===== src/hdl/ngq_pkg.sv =====
`default_nettype none
package ngq_pkg;

  localparam int GRID_BITS = 16;
  localparam int PCT_BITS  = 7;
  localparam int ADDR_BITS = 5;

  // register indexes on the configuration port
  localparam logic [2:0] REG_GRID    = 3'd0;
  localparam logic [2:0] REG_FIXED   = 3'd1;
  localparam logic [2:0] REG_PERCENT = 3'd2;
  localparam logic [2:0] REG_QUANT   = 3'd3;
  localparam logic [2:0] REG_CAPTURE = 3'd4;
  localparam logic [2:0] REG_START   = 3'd5;
  localparam logic [2:0] REG_END     = 3'd6;
  localparam logic [2:0] REG_FIXEN   = 3'd7;

  // settings seen by the post-division stages
  typedef struct packed {
    logic [GRID_BITS-1:0] grid;    // effective grid, never zero
    logic [GRID_BITS-1:0] fixed_len;
    logic [GRID_BITS-1:0] win;     // capture window in ticks
    logic                 quant;
    logic                 capture;
    logic                 start_en;
    logic                 end_en;
    logic                 fixed_en;
  } ngq_cfg_t;

endpackage
`default_nettype wire


===== src/hdl/ngq_div_stage.sv =====
`default_nettype none
module ngq_div_stage #(
  parameter int TICK_BITS = 32,
  parameter int BIT_POS   = 31
) (
  input  wire logic                          clk,
  input  wire logic                          rst,
  input  wire logic [ngq_pkg::GRID_BITS-1:0] grid,
  input  wire logic                          in_vld,
  input  wire logic [TICK_BITS-1:0]          in_rs,
  input  wire logic [TICK_BITS-1:0]          in_re,
  input  wire logic [TICK_BITS-1:0]          in_cs,
  input  wire logic [TICK_BITS-1:0]          in_ce,
  input  wire logic                          in_listed,
  input  wire logic [ngq_pkg::GRID_BITS-1:0] in_rem_s,
  input  wire logic [ngq_pkg::GRID_BITS-1:0] in_rem_e,
  output logic                               out_vld,
  output logic [TICK_BITS-1:0]               out_rs,
  output logic [TICK_BITS-1:0]               out_re,
  output logic [TICK_BITS-1:0]               out_cs,
  output logic [TICK_BITS-1:0]               out_ce,
  output logic                               out_listed,
  output logic [ngq_pkg::GRID_BITS-1:0]      out_rem_s,
  output logic [ngq_pkg::GRID_BITS-1:0]      out_rem_e
);
  import ngq_pkg::*;

  logic [GRID_BITS:0]   trial_s;
  logic [GRID_BITS:0]   trial_e;
  logic [GRID_BITS-1:0] rem_s_next;
  logic [GRID_BITS-1:0] rem_e_next;

  // one restoring step per lane: shift in a dividend bit, subtract if it fits
  always_comb begin
    trial_s = {in_rem_s, in_rs[BIT_POS]};
    trial_e = {in_rem_e, in_re[BIT_POS]};
    if (trial_s >= {1'b0, grid}) begin
      rem_s_next = GRID_BITS'(trial_s - {1'b0, grid});
    end else begin
      rem_s_next = trial_s[GRID_BITS-1:0];
    end
    if (trial_e >= {1'b0, grid}) begin
      rem_e_next = GRID_BITS'(trial_e - {1'b0, grid});
    end else begin
      rem_e_next = trial_e[GRID_BITS-1:0];
    end
  end

  always_ff @(posedge clk) begin
    if (rst) begin
      out_vld <= 1'b0;
    end else begin
      out_vld <= in_vld;
    end
    out_rs     <= in_rs;
    out_re     <= in_re;
    out_cs     <= in_cs;
    out_ce     <= in_ce;
    out_listed <= in_listed;
    out_rem_s  <= rem_s_next;
    out_rem_e  <= rem_e_next;
  end

endmodule
`default_nettype wire


===== config.mk =====
export PLATFORM = sky130hd
export DESIGN_NAME = ngq_div_stage
export DESIGN_NICKNAME = d
export VERILOG_FILES = /design/src/hdl/ngq_pkg.sv /design/src/hdl/ngq_div_stage.sv
export SDC_FILE = /design/constraint.sdc
export NUM_CORES = 1
export LEC_CHECK = 0
export BUFFER_PORTS_ARGS = -buffer_cell sky130_fd_sc_hd__buf_4
export CAP_MARGIN = 25
export CORE_AREA = 2 2 133 135
export CTS_CLUSTER_SIZE = 20
export DETAILED_ROUTE_END_ITERATION = 6
export DIE_AREA = 0 0 135 137
export SLEW_MARGIN = 10
export SYNTH_ARGS = -nofsm -noshare
export SYNTH_HDL_FRONTEND = slang
export SYNTH_SLANG_ARGS = --single-unit

===== constraint.sdc =====
create_clock -name clk -period 4.8 [get_ports clk]
set_input_delay 0 -clock clk [delete_from_list [all_inputs] [get_ports clk]]
set_output_delay 0 -clock clk [all_outputs]
set_load 0.02 [all_outputs]

==> run summary <==
Unrepaired setup endpoints after global routing -> false
Vias in the first global route -> 5705
Yosys Warn Count -> 0
Layout Nets -> 1187
Total Power -> 3.74 mW
First-pass DRT Iterations -> 4
Status -> finished clean
DR WL/cell -> 19.6 microns
Mean Syn Cell Area -> 11.4 sq um
Worst vdd ir -> 243 uV
CTS Buffer Depth -> 2
Post-synth EDFFs -> 0
Synth unique cells -> 51
Slew Viols, Final -> 0
Tmin final -> 2.94 ns
Initial antenna violation count -> 5
Post-Syn Instances -> 459
Clk sinks -> 162
Flops & latches, synth -> 162
Core area -> 0.0171 sq mm
FILL cells -> 1395
Post-route ant nets -> 0
Worst EP arrival -> 3.26 ns
Slew @ Worst Pin -> 0.991 ns
CTS Buf Count -> 17
Main synth FF type -> dfxtp_1
PortBufs -> 341
TritonCTS clock tree -> built
Total GRT Usage -> 0.251
Drt total wl -> 23800 microns
Leakage -> 4.90 nW
Tcrit/Tclk final -> 0.613
Kind of critical path -> primary input to register
Pwr Density -> 365 mW/mm^2
CTS root buffer -> clkbuf_16
Ports -> 342
Sequential fraction of the synthesis area -> 0.621
Setup TNS -> 0 ns
CP Data Required Time -> 5.11 ns
Post-DP HPWL -> 17400 microns
Drt via density -> 4.51
Post-Syn Area -> 0.00523 sq mm
# DRC -> 0
First-pass GRT wire length -> 33700 microns
Clock-pin transition on the worst setup and hold timing paths -> 0.07 ns
Final Hold Vio Count -> 0
Area occupied by multi-input gates -> 0.00184 sq mm
Fraction of layout cells with a size suffix above 1 -> 0.391
Worst hold-check path type -> primary input to register
Register Area -> 0.00324 sq mm
Crit end category -> register
Final Util -> 0.601
Post-Syn Nets -> 673
Final setup viols -> 0
FFs w/ async S/R, synth -> 0
Slew HR -> 0.340
Routability cong. -> 0.916
DIE WIDTH -> 135 microns
Die Height -> 137 microns
Largest net degree at the start of global routing -> 29
Fmax -> 0.340 GHz
CTS H-tree lvls -> 4
Worst setup SP type -> primary input
Die footprint -> 0.0185 sq mm
P&R area growth vs syn -> 96.2%
Number of vias in the routed layout -> 5474
Initial core utilization -> 0.306
DR iter-0 viols -> 272
FP Rows -> 48
Worst-path fanout max -> 16
Max_cap viols -> 0
Post-CTS Setup Inserts -> 0
Grt ovf -> 0
## cell usage in the layout (no fill, tap or decap), drive strengths merged, types with 4 or more instances in the layout
cell,n
buf,342
dlygate4sd3,162
dfxtp,162
nand2,48
o21ai,42
ha,32
inv,30
a21oi,19
clkbuf,17
nor2,13
xnor2,13
a21o,11
xor2,10
clkinv,9
nand3,7
a31oi,6
nand2b,5
o31ai,5
nor3,4
nand4,4
a211oi,4
## report_power, final
part,internal (mW),switching [mW]
clock network,0.696,0.635
logic,0.443,0.456
registers,1.46,0.0445
total,2.60,1.14
## per-stage QoR
step / instances / hold slack, ns / cell area, sq um / worst slack, ns
after CTS: 1211 / 0.194 / 10200 / 1.93
after detailed placement: 1017 / 0.105 / 8030 / 1.98
after global routing: 1214 / 0.205 / 10300 / 1.64
after floorplan: 459 / 0.0277 / 5230 / 2.75
after global placement: 1017 / 0.104 / 8030 / 2.08
final: 1214 / 0.207 / 10300 / 1.86
## layout make-up
class | count | share of cell area
Tap cell | 225 | 0.0275
Timing Repair Buffer | 504 | 0.409
Clock inverter | 15 | 0.0165
Clock buffer | 17 | 0.0415
Antenna cell | 3 | 0.000732
Multi-Input combinational cell | 263 | 0.180
Inverter | 25 | 0.00915
Sequential cell | 162 | 0.316
## cell usage after synthesis (5+ instances only)
master / instances / share of area
dfxtp_1: 162 / 0.62
nand2_1: 48 / 0.034
o21ai_0: 42 / 0.040
ha_1: 32 / 0.077
inv_1: 25 / 0.018
a21oi_1: 19 / 0.018
nor2_1: 13 / 0.0093
xnor2_1: 13 / 0.022
a21o_1: 11 / 0.016
xor2_1: 10 / 0.017
a31oi_1: 6 / 0.0072
nand3_1: 6 / 0.0057
clkbuf_1: 5 / 0.0036
nand2b_1: 5 / 0.0060
## state kept, by name, summed over array words and instances, names as in the netlist
name	cells
out_ce	32
out_cs	32
out_re	32
out_rs	32
out_rem_e	16
out_rem_s	16
out_listed	1
out_vld	1
## metal layers
layer  share of wire  GRT usage  vias to the layer above
met5         0.00071          0                        -
met4           0.028      0.102                        2
met3           0.085     0.0815                       40
met2            0.48      0.423                      247
met1            0.40      0.297                     2569
li1                -          -                     2616
## cells by family (layout without fill, tap and decap cells)
family / count (synthesis) / in the layout / synth area share
XOR/XNOR: 23 / 23 / 0.0386
other: 0 / 3 / 0
flip-flops: 162 / 162 / 0.621
buffers and inverters: 34 / 561 / 0.0278
multiplexers: 3 / 3 / 0.00647
AO/OA/AOI/OAI: 109 / 109 / 0.139
adder cells (fa/ha/maj): 34 / 34 / 0.0843
AND/OR/NAND/NOR: 94 / 94 / 0.0836
## worst paths after layout
check,startpoint,to,slack [ns],cells past startpoint
worst max-delay path,in_rem_e[5],out_rem_e[10],1.86,10
worst min-delay path,grid[1],out_rem_s[1],0.21,5
## what timing repair did
| item | 4_1_cts | 5_1_grt |
|---|---|---|
| endpoints found under the hold margin | 162 | 0 |
| hold buffers | 162 | 0 |
| resized for setup | 0 | 0 |
## critical path, stage by stage
cell and delay, ns:
dlygate4sd3_1 0.55, buf_4 0.14, ha_1 0.36, a21oi_1 0.21, o21ai_0 0.15, a31oi_1 0.19, o21ai_0 0.15, o31ai_2 0.82
buf_4 0.33, mux2_2 0.34
(Power assumes the default switching activity.)
