## config.mk

```make
export PLATFORM = sky130hd
export DESIGN_NAME = ngq_snap
export DESIGN_NICKNAME = d
export VERILOG_FILES = /design/src/hdl/ngq_pkg.sv /design/src/hdl/ngq_snap.sv
export SDC_FILE = /design/constraint.sdc
export NUM_CORES = 1
export LEC_CHECK = 0
export BUFFER_PORTS_ARGS = -buffer_cell sky130_fd_sc_hd__buf_2
export CORE_AREA = 2 2 248 250
export DETAILED_ROUTE_END_ITERATION = 8
export DIE_AREA = 0 0 250 252
export HOLD_SLACK_MARGIN = 0.08
export PLACE_DENSITY = 0.66
export SLEW_MARGIN = 30
export SYNTH_ARGS = -nofsm -noshare
export SYNTH_HDL_FRONTEND = slang
export SYNTH_SLANG_ARGS = --single-unit
```

## constraint.sdc

```tcl
create_clock -name clk -period 5 [get_ports clk]
set_input_delay 0.25 -clock clk [delete_from_list [all_inputs] [get_ports clk]]
set_output_delay 0.25 -clock clk [all_outputs]
set_load 0.005 [all_outputs]
```

## src/hdl/ngq_pkg.sv

```systemverilog
`default_nettype none
package ngq_pkg;

  localparam int GRID_BITS = 16;
  localparam int PCT_BITS  = 7;
  localparam int ADDR_BITS = 5;

  // register indexes on the configuration port
  localparam logic [2:0] REG_GRID    = 3'd0;
  localparam logic [2:0] REG_FIXED   = 3'd1;
  localparam logic [2:0] REG_PERCENT = 3'd2;
  localparam logic [2:0] REG_QUANT   = 3'd3;
  localparam logic [2:0] REG_CAPTURE = 3'd4;
  localparam logic [2:0] REG_START   = 3'd5;
  localparam logic [2:0] REG_END     = 3'd6;
  localparam logic [2:0] REG_FIXEN   = 3'd7;

  // settings seen by the post-division stages
  typedef struct packed {
    logic [GRID_BITS-1:0] grid;    // effective grid, never zero
    logic [GRID_BITS-1:0] fixed_len;
    logic [GRID_BITS-1:0] win;     // capture window in ticks
    logic                 quant;
    logic                 capture;
    logic                 start_en;
    logic                 end_en;
    logic                 fixed_en;
  } ngq_cfg_t;

endpackage
`default_nettype wire

```

## src/hdl/ngq_snap.sv

```systemverilog
`default_nettype none
module ngq_snap #(
  parameter int TICK_BITS = 32
) (
  input  wire logic                          clk,
  input  wire logic                          rst,
  input  wire ngq_pkg::ngq_cfg_t             cfg,
  input  wire logic                          in_vld,
  input  wire logic [TICK_BITS-1:0]          in_rs,
  input  wire logic [TICK_BITS-1:0]          in_re,
  input  wire logic [TICK_BITS-1:0]          in_cs,
  input  wire logic [TICK_BITS-1:0]          in_ce,
  input  wire logic                          in_listed,
  input  wire logic [ngq_pkg::GRID_BITS-1:0] in_rem_s,
  input  wire logic [ngq_pkg::GRID_BITS-1:0] in_rem_e,
  output logic                               out_vld,
  output logic [TICK_BITS:0]                 out_start,
  output logic [TICK_BITS:0]                 out_end,
  output logic                               out_moved
);
  import ngq_pkg::*;

  // stage a: start (snapped, recorded or current), grid end, recorded length
  logic [TICK_BITS-1:0] lo;
  logic [TICK_BITS:0]   hi;
  logic [TICK_BITS:0]   snap;
  logic [TICK_BITS:0]   q_next;
  logic [TICK_BITS:0]   eg_next;
  logic [TICK_BITS-1:0] ld_next;
  logic [GRID_BITS:0]   rem2;

  logic                 a_vld;
  logic [TICK_BITS:0]   a_q;
  logic [TICK_BITS:0]   a_eg;
  logic [TICK_BITS-1:0] a_ld;
  logic [TICK_BITS-1:0] a_rs;
  logic [TICK_BITS-1:0] a_re;
  logic [TICK_BITS-1:0] a_cs;
  logic [TICK_BITS-1:0] a_ce;
  logic                 a_listed;
  logic                 a_mode;

  always_comb begin
    lo   = in_rs - TICK_BITS'(in_rem_s);
    hi   = {1'b0, lo} + (TICK_BITS+1)'(cfg.grid);
    rem2 = {in_rem_s, 1'b0};
    if (cfg.capture) begin
      if ({1'b0, in_rem_s} >= {1'b0, cfg.grid} - {1'b0, cfg.win}) begin
        snap = hi;
      end else if (in_rem_s <= cfg.win) begin
        snap = {1'b0, lo};
      end else begin
        snap = {1'b0, in_rs};
      end
    end else if (rem2 <= {1'b0, cfg.grid}) begin
      snap = {1'b0, lo};  // tie goes to the earlier line
    end else begin
      snap = hi;
    end
    if (!cfg.start_en) begin
      q_next = {1'b0, in_cs};
    end else if (cfg.quant) begin
      q_next = snap;
    end else begin
      q_next = {1'b0, in_rs};
    end
    eg_next = {1'b0, in_re - TICK_BITS'(in_rem_e)} + (TICK_BITS+1)'(cfg.grid);
    if (in_re > in_rs) begin
      ld_next = in_re - in_rs;
    end else begin
      ld_next = '0;
    end
  end

  always_ff @(posedge clk) begin
    if (rst) begin
      a_vld <= 1'b0;
    end else begin
      a_vld <= in_vld;
    end
    a_q      <= q_next;
    a_eg     <= eg_next;
    a_ld     <= ld_next;
    a_rs     <= in_rs;
    a_re     <= in_re;
    a_cs     <= in_cs;
    a_ce     <= in_ce;
    a_listed <= in_listed;
    a_mode   <= cfg.quant | cfg.fixed_en;
  end

  // stage b: end with saturation and minimum length
  logic [TICK_BITS+1:0] e_raw;
  logic [TICK_BITS:0]   e_sat;
  logic [TICK_BITS:0]   e_next;

  logic                 b_vld;
  logic [TICK_BITS:0]   b_q;
  logic [TICK_BITS:0]   b_e;
  logic [TICK_BITS-1:0] b_rs;
  logic [TICK_BITS-1:0] b_re;
  logic [TICK_BITS-1:0] b_cs;
  logic [TICK_BITS-1:0] b_ce;
  logic                 b_listed;
  logic                 b_mode;

  always_comb begin
    if (cfg.fixed_en) begin
      e_raw = {1'b0, a_q} + (TICK_BITS+2)'(cfg.fixed_len);
    end else if (cfg.end_en) begin
      e_raw = {1'b0, a_eg};
    end else begin
      e_raw = {1'b0, a_q} + (TICK_BITS+2)'(a_ld);
    end
    if (e_raw[TICK_BITS+1]) begin
      e_sat = '1;
    end else begin
      e_sat = e_raw[TICK_BITS:0];
    end
    if (e_sat <= a_q) begin
      e_next = a_q + (TICK_BITS+1)'(1);
    end else begin
      e_next = e_sat;
    end
  end

  always_ff @(posedge clk) begin
    if (rst) begin
      b_vld <= 1'b0;
    end else begin
      b_vld <= a_vld;
    end
    b_q      <= a_q;
    b_e      <= e_next;
    b_rs     <= a_rs;
    b_re     <= a_re;
    b_cs     <= a_cs;
    b_ce     <= a_ce;
    b_listed <= a_listed;
    b_mode   <= a_mode;
  end

  // stage c: move decision
  logic               moved_next;
  logic [TICK_BITS:0] ns_next;
  logic [TICK_BITS:0] ne_next;

  always_comb begin
    ns_next = {1'b0, b_cs};
    ne_next = {1'b0, b_ce};
    if (b_mode) begin
      moved_next = b_listed && (({1'b0, b_cs} != b_q) || ({1'b0, b_ce} != b_e));
      if (moved_next) begin
        ns_next = b_q;
        ne_next = b_e;
      end
    end else begin
      moved_next = b_listed && ((b_rs != b_cs) || (b_re != b_ce));
      if (moved_next) begin
        ns_next = {1'b0, b_rs};
        ne_next = {1'b0, b_re};
      end
    end
  end

  always_ff @(posedge clk) begin
    if (rst) begin
      out_vld   <= 1'b0;
      out_moved <= 1'b0;
    end else begin
      out_vld   <= b_vld;
      out_moved <= b_vld & moved_next;
    end
    out_start <= ns_next;
    out_end   <= ne_next;
  end

endmodule
`default_nettype wire
```

==> flow_metrics.tcl, run 1 <==
set metrics [dict create \
    areaGrowthSynthToFinish_pct 27.4 \
    numPortBuffers 284 \
    critical-path-top-delay-family "compound AO/OA/AOI/OAI gates" \
    period_needed_ns 4.81 \
    cp-start-kind "register" \
    critical_path_cell_count 21 \
    hold_violations 0 \
    placed_cells 4275 \
    syn-instance-count 3081 \
    powerDensity_mw_per_mm2 389 \
    skew_ns 0.0167 \
    hold_class "primary input to register" \
    fin_crit_sh_pct 96.2 \
    power.switching_w 0.00458 \
    r2r_slack_ns 0.19 \
    worst_slew_pin_slew_ns 0.790 \
    wirelength_mm 103 \
    synth_edf_count 0 \
    cts_sinks 494 \
    grt_first_pass_wirelength_mm 150 \
    drtIter0Drc 2280 \
    dp_hpwl_mm 82.5 \
    seqPwrFrac_pct 36.4 \
    dr.pass1.iters 5 \
    routedWlPerCell_microns 22.8 \
    fin_ws_ns 0.191 \
    hold_end "b_e[32]" \
    critPathSlowestCell "a2111oi_2" \
    n_fill_cell 5452 \
    yosysWarnings 0 \
    ys.flop_type "dfxtp_1" \
    die_y_microns 252 \
    power_frac_clock_pct 28.6 \
    clk_latency_ns 0.60 \
    slew_headroom_pct 46.9 \
    clk_path_buf_depth 3 \
    postRouteAntennaNets 0 \
    design.die.area_sq_mm 0.0630 \
    overflow 0 \
    drcViolationCount 0 \
    final_util_pct 57.1 \
    io_pins 285 \
    cts.htree.levels 2 \
    hold_depth 4 \
    cts-root-buf "clkbuf_16" \
    synth.distinct_cells 94 \
    async_flop_share_pct 0 \
    final_nets 4154 \
    cts_buffers 50 \
    slew_viol_final 0 \
    vias_per_cell 5.60 \
    track_usage_pct 31.9 \
    synth-seq-area-share_pct 36.7 \
    grt_pass1_vias 23900 \
    syn_area_sq_mm 0.0270 \
    drive_gt1_share_pct 19.3 \
    place.gp.congestion 1.07 \
    synth_fp_nets 3547 \
    status "finished, final reports clean" \
    combPwrFrac_pct 35.1 \
    r2r-start "a_q[1]" \
    hold_path.startpoint "cfg[0]" \
    layout_commonest_cell "dfxtp_1" \
    ys_ff_latch 494 \
    synth_area_per_cell_sq_um 8.76 \
    r2r_cells 21 \
    layout_common_cells "dfxtp_1 (488), nand2_1 (336), buf_2 (284)" \
    final_cells 4514 \
    row_count 90 \
    vias 25300 \
    antenna_found_initial 6 \
    cts_tree "done" \
    ir_worst_vdd_mv 0.275 \
    start_util_pct 44.9 \
    clock.fmax_mhz 208 \
    die_w_microns 250 \
    power.internal_w 0.00878 \
    path_cells "ha_1 -> a21o_1 -> a21oi_1 -> o21ai_2 -> a21oi_2 -> o21ai_1 -> a2111oi_2 -> nor3_2 -> xor2_1 -> o211ai_1 -> o211ai_1 -> ha_2 -> a2111oi_4 -> o221ai_2 -> o221a_2 -> a211o_1 -> a21oi_2 -> a41oi_2 -> buf_6 -> inv_8 -> mux2_2" \
    switching_share_pct 34.3 \
    crit_type "register to register" \
    drv_cap 0 \
    p_leak_nw 15.7 \
    setup_viol_count_final 0 \
    path_max_fanout 6 \
    cp.required_ns 5.47 \
    preCtsSetupSlack_ns -0.187 \
    critical-path-max-stage-delay_ns 0.43 \
    grt_max_degree 68 \
    end_kind "register" \
    worst_ep_arrival_time_ns 5.28 \
    crit_buf_inv 2 \
    design.core.area_sq_mm 0.0601 \
    reg2reg_to "b_e[27]" \
    clk_pin_slew_ns 0.06 \
    finalPower_w 0.0134 \
]
power groups by stage:
| stage | Clock [W] | Sequential [W] | Combinational (W) |
|---|---|---|---|
| floorplan | 0 | 0.00475 | 0.00262 |
| global placement | 0 | 0.00492 | 0.00424 |
| detailed placement | 0 | 0.00492 | 0.00425 |
| CTS | 0.00385 | 0.00483 | 0.00438 |
| global route | 0.00402 | 0.00488 | 0.00510 |
| finish | 0.00382 | 0.00486 | 0.00468 |
worst max path at each step:
| stage | from | end |
|---|---|---|
| 2_1_floorplan | a_q[0] | b_e[15] |
| 3_3_place_gp | a_q[0] | b_e[15] |
| 3_5_place_dp | a_q[0] | b_e[15] |
| 4_1_cts | a_q[0] | b_e[27] |
| 5_1_grt | a_q[2] | b_e[32] |
| 6_report | a_q[1] | b_e[27] |
logic make-up (layout without fill, tap and decap cells):
group,count (synthesis),after routing,share of synthesized area [%]
and+or+nand+nor,901,901,15.7
muxes,32,32,1.23
adders and majority gates,249,249,11.8
buffers and inverters,285,930,4.13
xor gates and xnor gates,334,334,10.8
other,0,6,0
DFF,494,494,36.7
AOI/OAI and AO/OA,786,786,19.7
final cells by class:
type                    instances  area, sq um  share of cell area, %
diodes                          6         15.0                 0.0437
clock buffers                  64         1400                   4.06
clock inverters                26          299                  0.870
inverters                     202          766                   2.23
multi-input cells            2302        16400                   47.8
flip-flops and latches        494         9900                   28.8
well taps                     782          978                   2.85
repair buffers                638         4580                   13.3
cell usage after synthesis (10+ instances only):
library cell / number / share of area, %
nor4_1: 39 / 0.90
nor3_1: 53 / 0.98
xnor2_1: 181 / 5.9
o211ai_1: 39 / 1.1
o21bai_1: 15 / 0.42
mux2i_1: 23 / 0.85
nor2b_1: 37 / 0.86
nor2_1: 199 / 2.8
clkbuf_1: 66 / 0.92
a22oi_1: 75 / 2.1
o21a_1: 35 / 0.97
a211oi_1: 29 / 0.81
or3_1: 20 / 0.46
a21boi_0: 12 / 0.33
nand4_1: 47 / 1.1
inv_1: 201 / 2.8
a31oi_1: 31 / 0.72
a21o_1: 76 / 2.1
dfxtp_1: 494 / 37
and3_1: 20 / 0.46
nand2b_1: 32 / 0.74
and2_1: 12 / 0.28
xor2_1: 153 / 5.0
ha_1: 241 / 11
a21oi_1: 185 / 3.4
o21ai_0: 149 / 2.8
a221oi_1: 10 / 0.32
nand3_1: 59 / 1.1
nand2_1: 339 / 4.7
routing by layer:
layer	global-route usage [%]	routed length, microns	vias up
met4	19.2	6970	0
met1	41.6	43100	11700
li1	-	-	12200
met5	0	0	-
met3	4.23	8170	257
met2	50.5	44900	1183
flip-flops by register name (all words and copies together) (netlist names), 32 cells and up:
| name | cells |
|---|---|
| a_eg | 33 |
| a_cs | 32 |
| a_re | 32 |
| a_q | 33 |
| b_cs | 32 |
| a_ld | 32 |
| b_e | 33 |
| a_ce | 32 |
| b_ce | 32 |
| a_rs | 32 |
| b_q | 33 |
| b_re | 32 |
| out_end | 33 |
| b_rs | 32 |
| out_start | 33 |
per-stage QoR:
step           hold slack (ns)  cell area [sq um]  TNS, ns
4_1_cts                  0.149              33800        0
3_5_place_dp             0.312              30800    -2.44
3_3_place_gp             0.310              30800   -0.268
6_report                 0.169              34400        0
5_1_grt                  0.164              34300   -0.766
2_1_floorplan            0.278              27000        0
worst register-to-register path, stage by stage, from the launching register on:
cell and delay [ns]:
dfxtp_2 0.36, ha_1 0.30, a21o_1 0.18, a21oi_1 0.24, o21ai_2 0.12, a21oi_2 0.17, o21ai_1 0.11, a2111oi_2 0.43
nor3_2 0.10, xor2_1 0.15, o211ai_1 0.27, o211ai_1 0.19, ha_2 0.25, a2111oi_4 0.35, o221ai_2 0.15, o221a_2 0.31
a211o_1 0.24, a21oi_2 0.13, a41oi_2 0.06, buf_6 0.17, inv_8 0.06, mux2_2 0.34
timing repair:
action,CTS,global route
endpoints found under the hold margin,168,0
gates resized for setup,16,102
pin swaps,7,46
setup buffers,0,11
setup endpoints to repair,30,52
hold buffers,132,0
Power figures use the tool's default switching activity.
==> inputs of run 2 (changes only) <==
--- a/config.mk
+++ b/config.mk
@@ -11,6 +11,7 @@
 export DIE_AREA = 0 0 250 252
 export HOLD_SLACK_MARGIN = 0.08
 export PLACE_DENSITY = 0.66
+export RECOVER_POWER = 50
 export SLEW_MARGIN = 30
 export SYNTH_ARGS = -nofsm -noshare
 export SYNTH_HDL_FRONTEND = slang
==> flow_metrics.tcl, run 2 (same netlist as run 1, synthesis figures left out) <==
set metrics [dict create \
    layout_common_cells "dfxtp_1 (488), nand2_1 (336), ha_1 (230)" \
    multiInputGateArea_sq_mm 0.0164 \
    numPortBuffers 284 \
    grt_use_met3_pct 4.23 \
    p_leak_nw 15.5 \
    end_kind "register" \
    start_util_pct 44.9 \
    wirelength_mm 103 \
    place.gp.congestion 1.07 \
    path_max_fanout 4 \
    regArea_sq_mm 0.00990 \
    overflow 0 \
    cts_sinks 494 \
    final_cells 4514 \
    clk_path_buf_depth 3 \
    final_util_pct 56.9 \
    use_met1_pct 41.6 \
    hold_class "primary input to register" \
    grt_max_degree 68 \
    r2r_cells 26 \
    slew_headroom_pct 42.4 \
    dp_hpwl_mm 82.5 \
    hold_violations 0 \
    antenna_found_initial 7 \
    cp.required_ns 5.47 \
    cts-root-buf "clkbuf_16" \
    critical-path-max-stage-delay_ns 0.36 \
    vias 25200 \
    vias_per_cell 5.59 \
    cts.htree.levels 2 \
    clk_latency_ns 0.60 \
    clk_pin_slew_ns 0.07 \
    row_count 90 \
    critical-path-top-delay-family "compound AO/OA/AOI/OAI gates" \
    r2r_slack_ns 0.19 \
    period_needed_ns 4.81 \
    reg2reg_to "b_e[32]" \
    drcViolationCount 0 \
    dr.pass1.iters 6 \
    skew_ns 0.0179 \
    routedWlPerCell_microns 22.9 \
    ir_worst_vdd_mv 0.273 \
    track_usage_pct 31.9 \
    drv_cap 0 \
    top_usage_layer "met2" \
    cts_buffers 50 \
    slew_viol_final 0 \
    postRouteAntennaNets 0 \
    io_pins 285 \
    grt_pass1_vias 23900 \
    critPathSlowestCell "dfxtp_1" \
    crit_type "register to register" \
    n_fill_cell 5507 \
    hold_depth 4 \
    layout_commonest_cell "dfxtp_1" \
    design.core.area_sq_mm 0.0601 \
    setup_viol_count_final 0 \
    drive_gt1_share_pct 16.6 \
    grt_first_pass_wirelength_mm 150 \
    fin_crit_sh_pct 96.2 \
    status "finished, final reports clean" \
    areaGrowthSynthToFinish_pct 26.8 \
    clock.fmax_mhz 208 \
    finalPower_w 0.0133 \
    worst_ep_arrival_time_ns 5.28 \
    drtIter0Drc 2442 \
    placed_cells 4275 \
    die_w_microns 250 \
    grt_use_met2_pct 50.5 \
    worst_slew_pin_slew_ns 0.858 \
    cp-start-kind "register" \
    hold_path.startpoint "cfg[0]" \
    hold_end "b_e[32]" \
    r2r-start "a_ld[14]" \
    design.die.area_sq_mm 0.0630 \
    crit_top_cell "a21o_1" \
    final_nets 4154 \
    crit_buf_inv 4 \
    cts_tree "done" \
    powerDensity_mw_per_mm2 390 \
    die_y_microns 252 \
]
## run 2: changes by cell type in the layout (fill, tap and decap cells not counted)
| cell | change |
|---|---|
| clkbuf_2 | +1 |
| clkbuf_4 | +1 |
| buf_2 | -96 |
| clkbuf_1 | +100 |
| buf_4 | -6 |
## run 2: worst max-delay path by stage
stage                  start  endpoint  slack (ns)  cells past startpoint
finish              a_ld[14]   b_e[32]        0.19                     26
global route          a_q[2]   b_e[32]        -0.1                     26
CTS                   a_q[0]   b_e[27]       0.005                     26
detailed placement    a_q[0]   b_e[15]       -0.19                     23
global placement      a_q[0]   b_e[15]       -0.05                     23
floorplan             a_q[0]   b_e[15]        0.05                     26
## run 2: per-layer routing
layer / part of all wire [%] / vias to the layer above / wire length, microns
met2: 44 / 1149 / 45000
met3: 7.1 / 242 / 7320
met5: 0 / - / 0
met1: 43 / 11700 / 44000
met4: 6.7 / 0 / 6880
li1: - / 12200 / -
## run 2: worst reg2reg max path, stage by stage, from the launching register on
cell       delay [ns]
dfxtp_1          0.36
ha_4             0.21
a21o_1           0.15
a21o_1           0.17
a221o_1          0.33
a32oi_2          0.25
nor3b_2          0.23
a21o_1           0.18
o2111ai_2        0.15
nand2_2          0.16
buf_6            0.12
o221ai_4         0.11
ha_4             0.30
buf_4            0.09
nand4_1          0.09
or2_4            0.29
nor2_4           0.11
o21ai_1          0.08
a21oi_2          0.14
o221a_2          0.22
a211o_1          0.11
a21oi_2          0.05
a41oi_2          0.22
buf_6            0.17
buf_4            0.11
mux2i_1          0.16
o21ai_1          0.08
## run 2: timing repair
action | CTS | global route
hold endpoints to repair | 168 | 0
hold buffers | 132 | 0
setup buffers | 0 | 11
gates resized for setup | 16 | 102
endpoints found under the setup margin | 30 | 52
pin swaps | 7 | 46
## run 2: area by class of cell
cell class                      count  share of cell area (%)
Antenna cell                        6                  0.0439
Tap cell                          782                    2.86
Timing Repair Buffer              638                    13.0
Multi-Input combinational cell   2302                    48.0
Inverter                          202                    2.24
Sequential cell                   494                    28.9
Clock buffer                       64                    4.08
Clock inverter                     26                   0.874
## run 2: power breakdown
group,switching (W),internal (W),total [W]
registers,0.000410,0.00445,0.00486
logic,0.00256,0.00211,0.00467
clock network,0.00161,0.00221,0.00382
total,0.00458,0.00876,0.0133
## run 2: per-stage QoR
| step | TNS [ns] | hold WS, ns | setup slack [ns] | instance area [sq um] |
|---|---|---|---|---|
| detailed placement | -2.44 | 0.312 | -0.187 | 30800 |
| finish | 0 | 0.159 | 0.192 | 34200 |
| CTS | 0 | 0.149 | 0.00469 | 33800 |
| global placement | -0.268 | 0.310 | -0.0530 | 30800 |
| floorplan | 0 | 0.278 | 0.0474 | 27000 |
| global route | -0.766 | 0.164 | -0.0996 | 34200 |
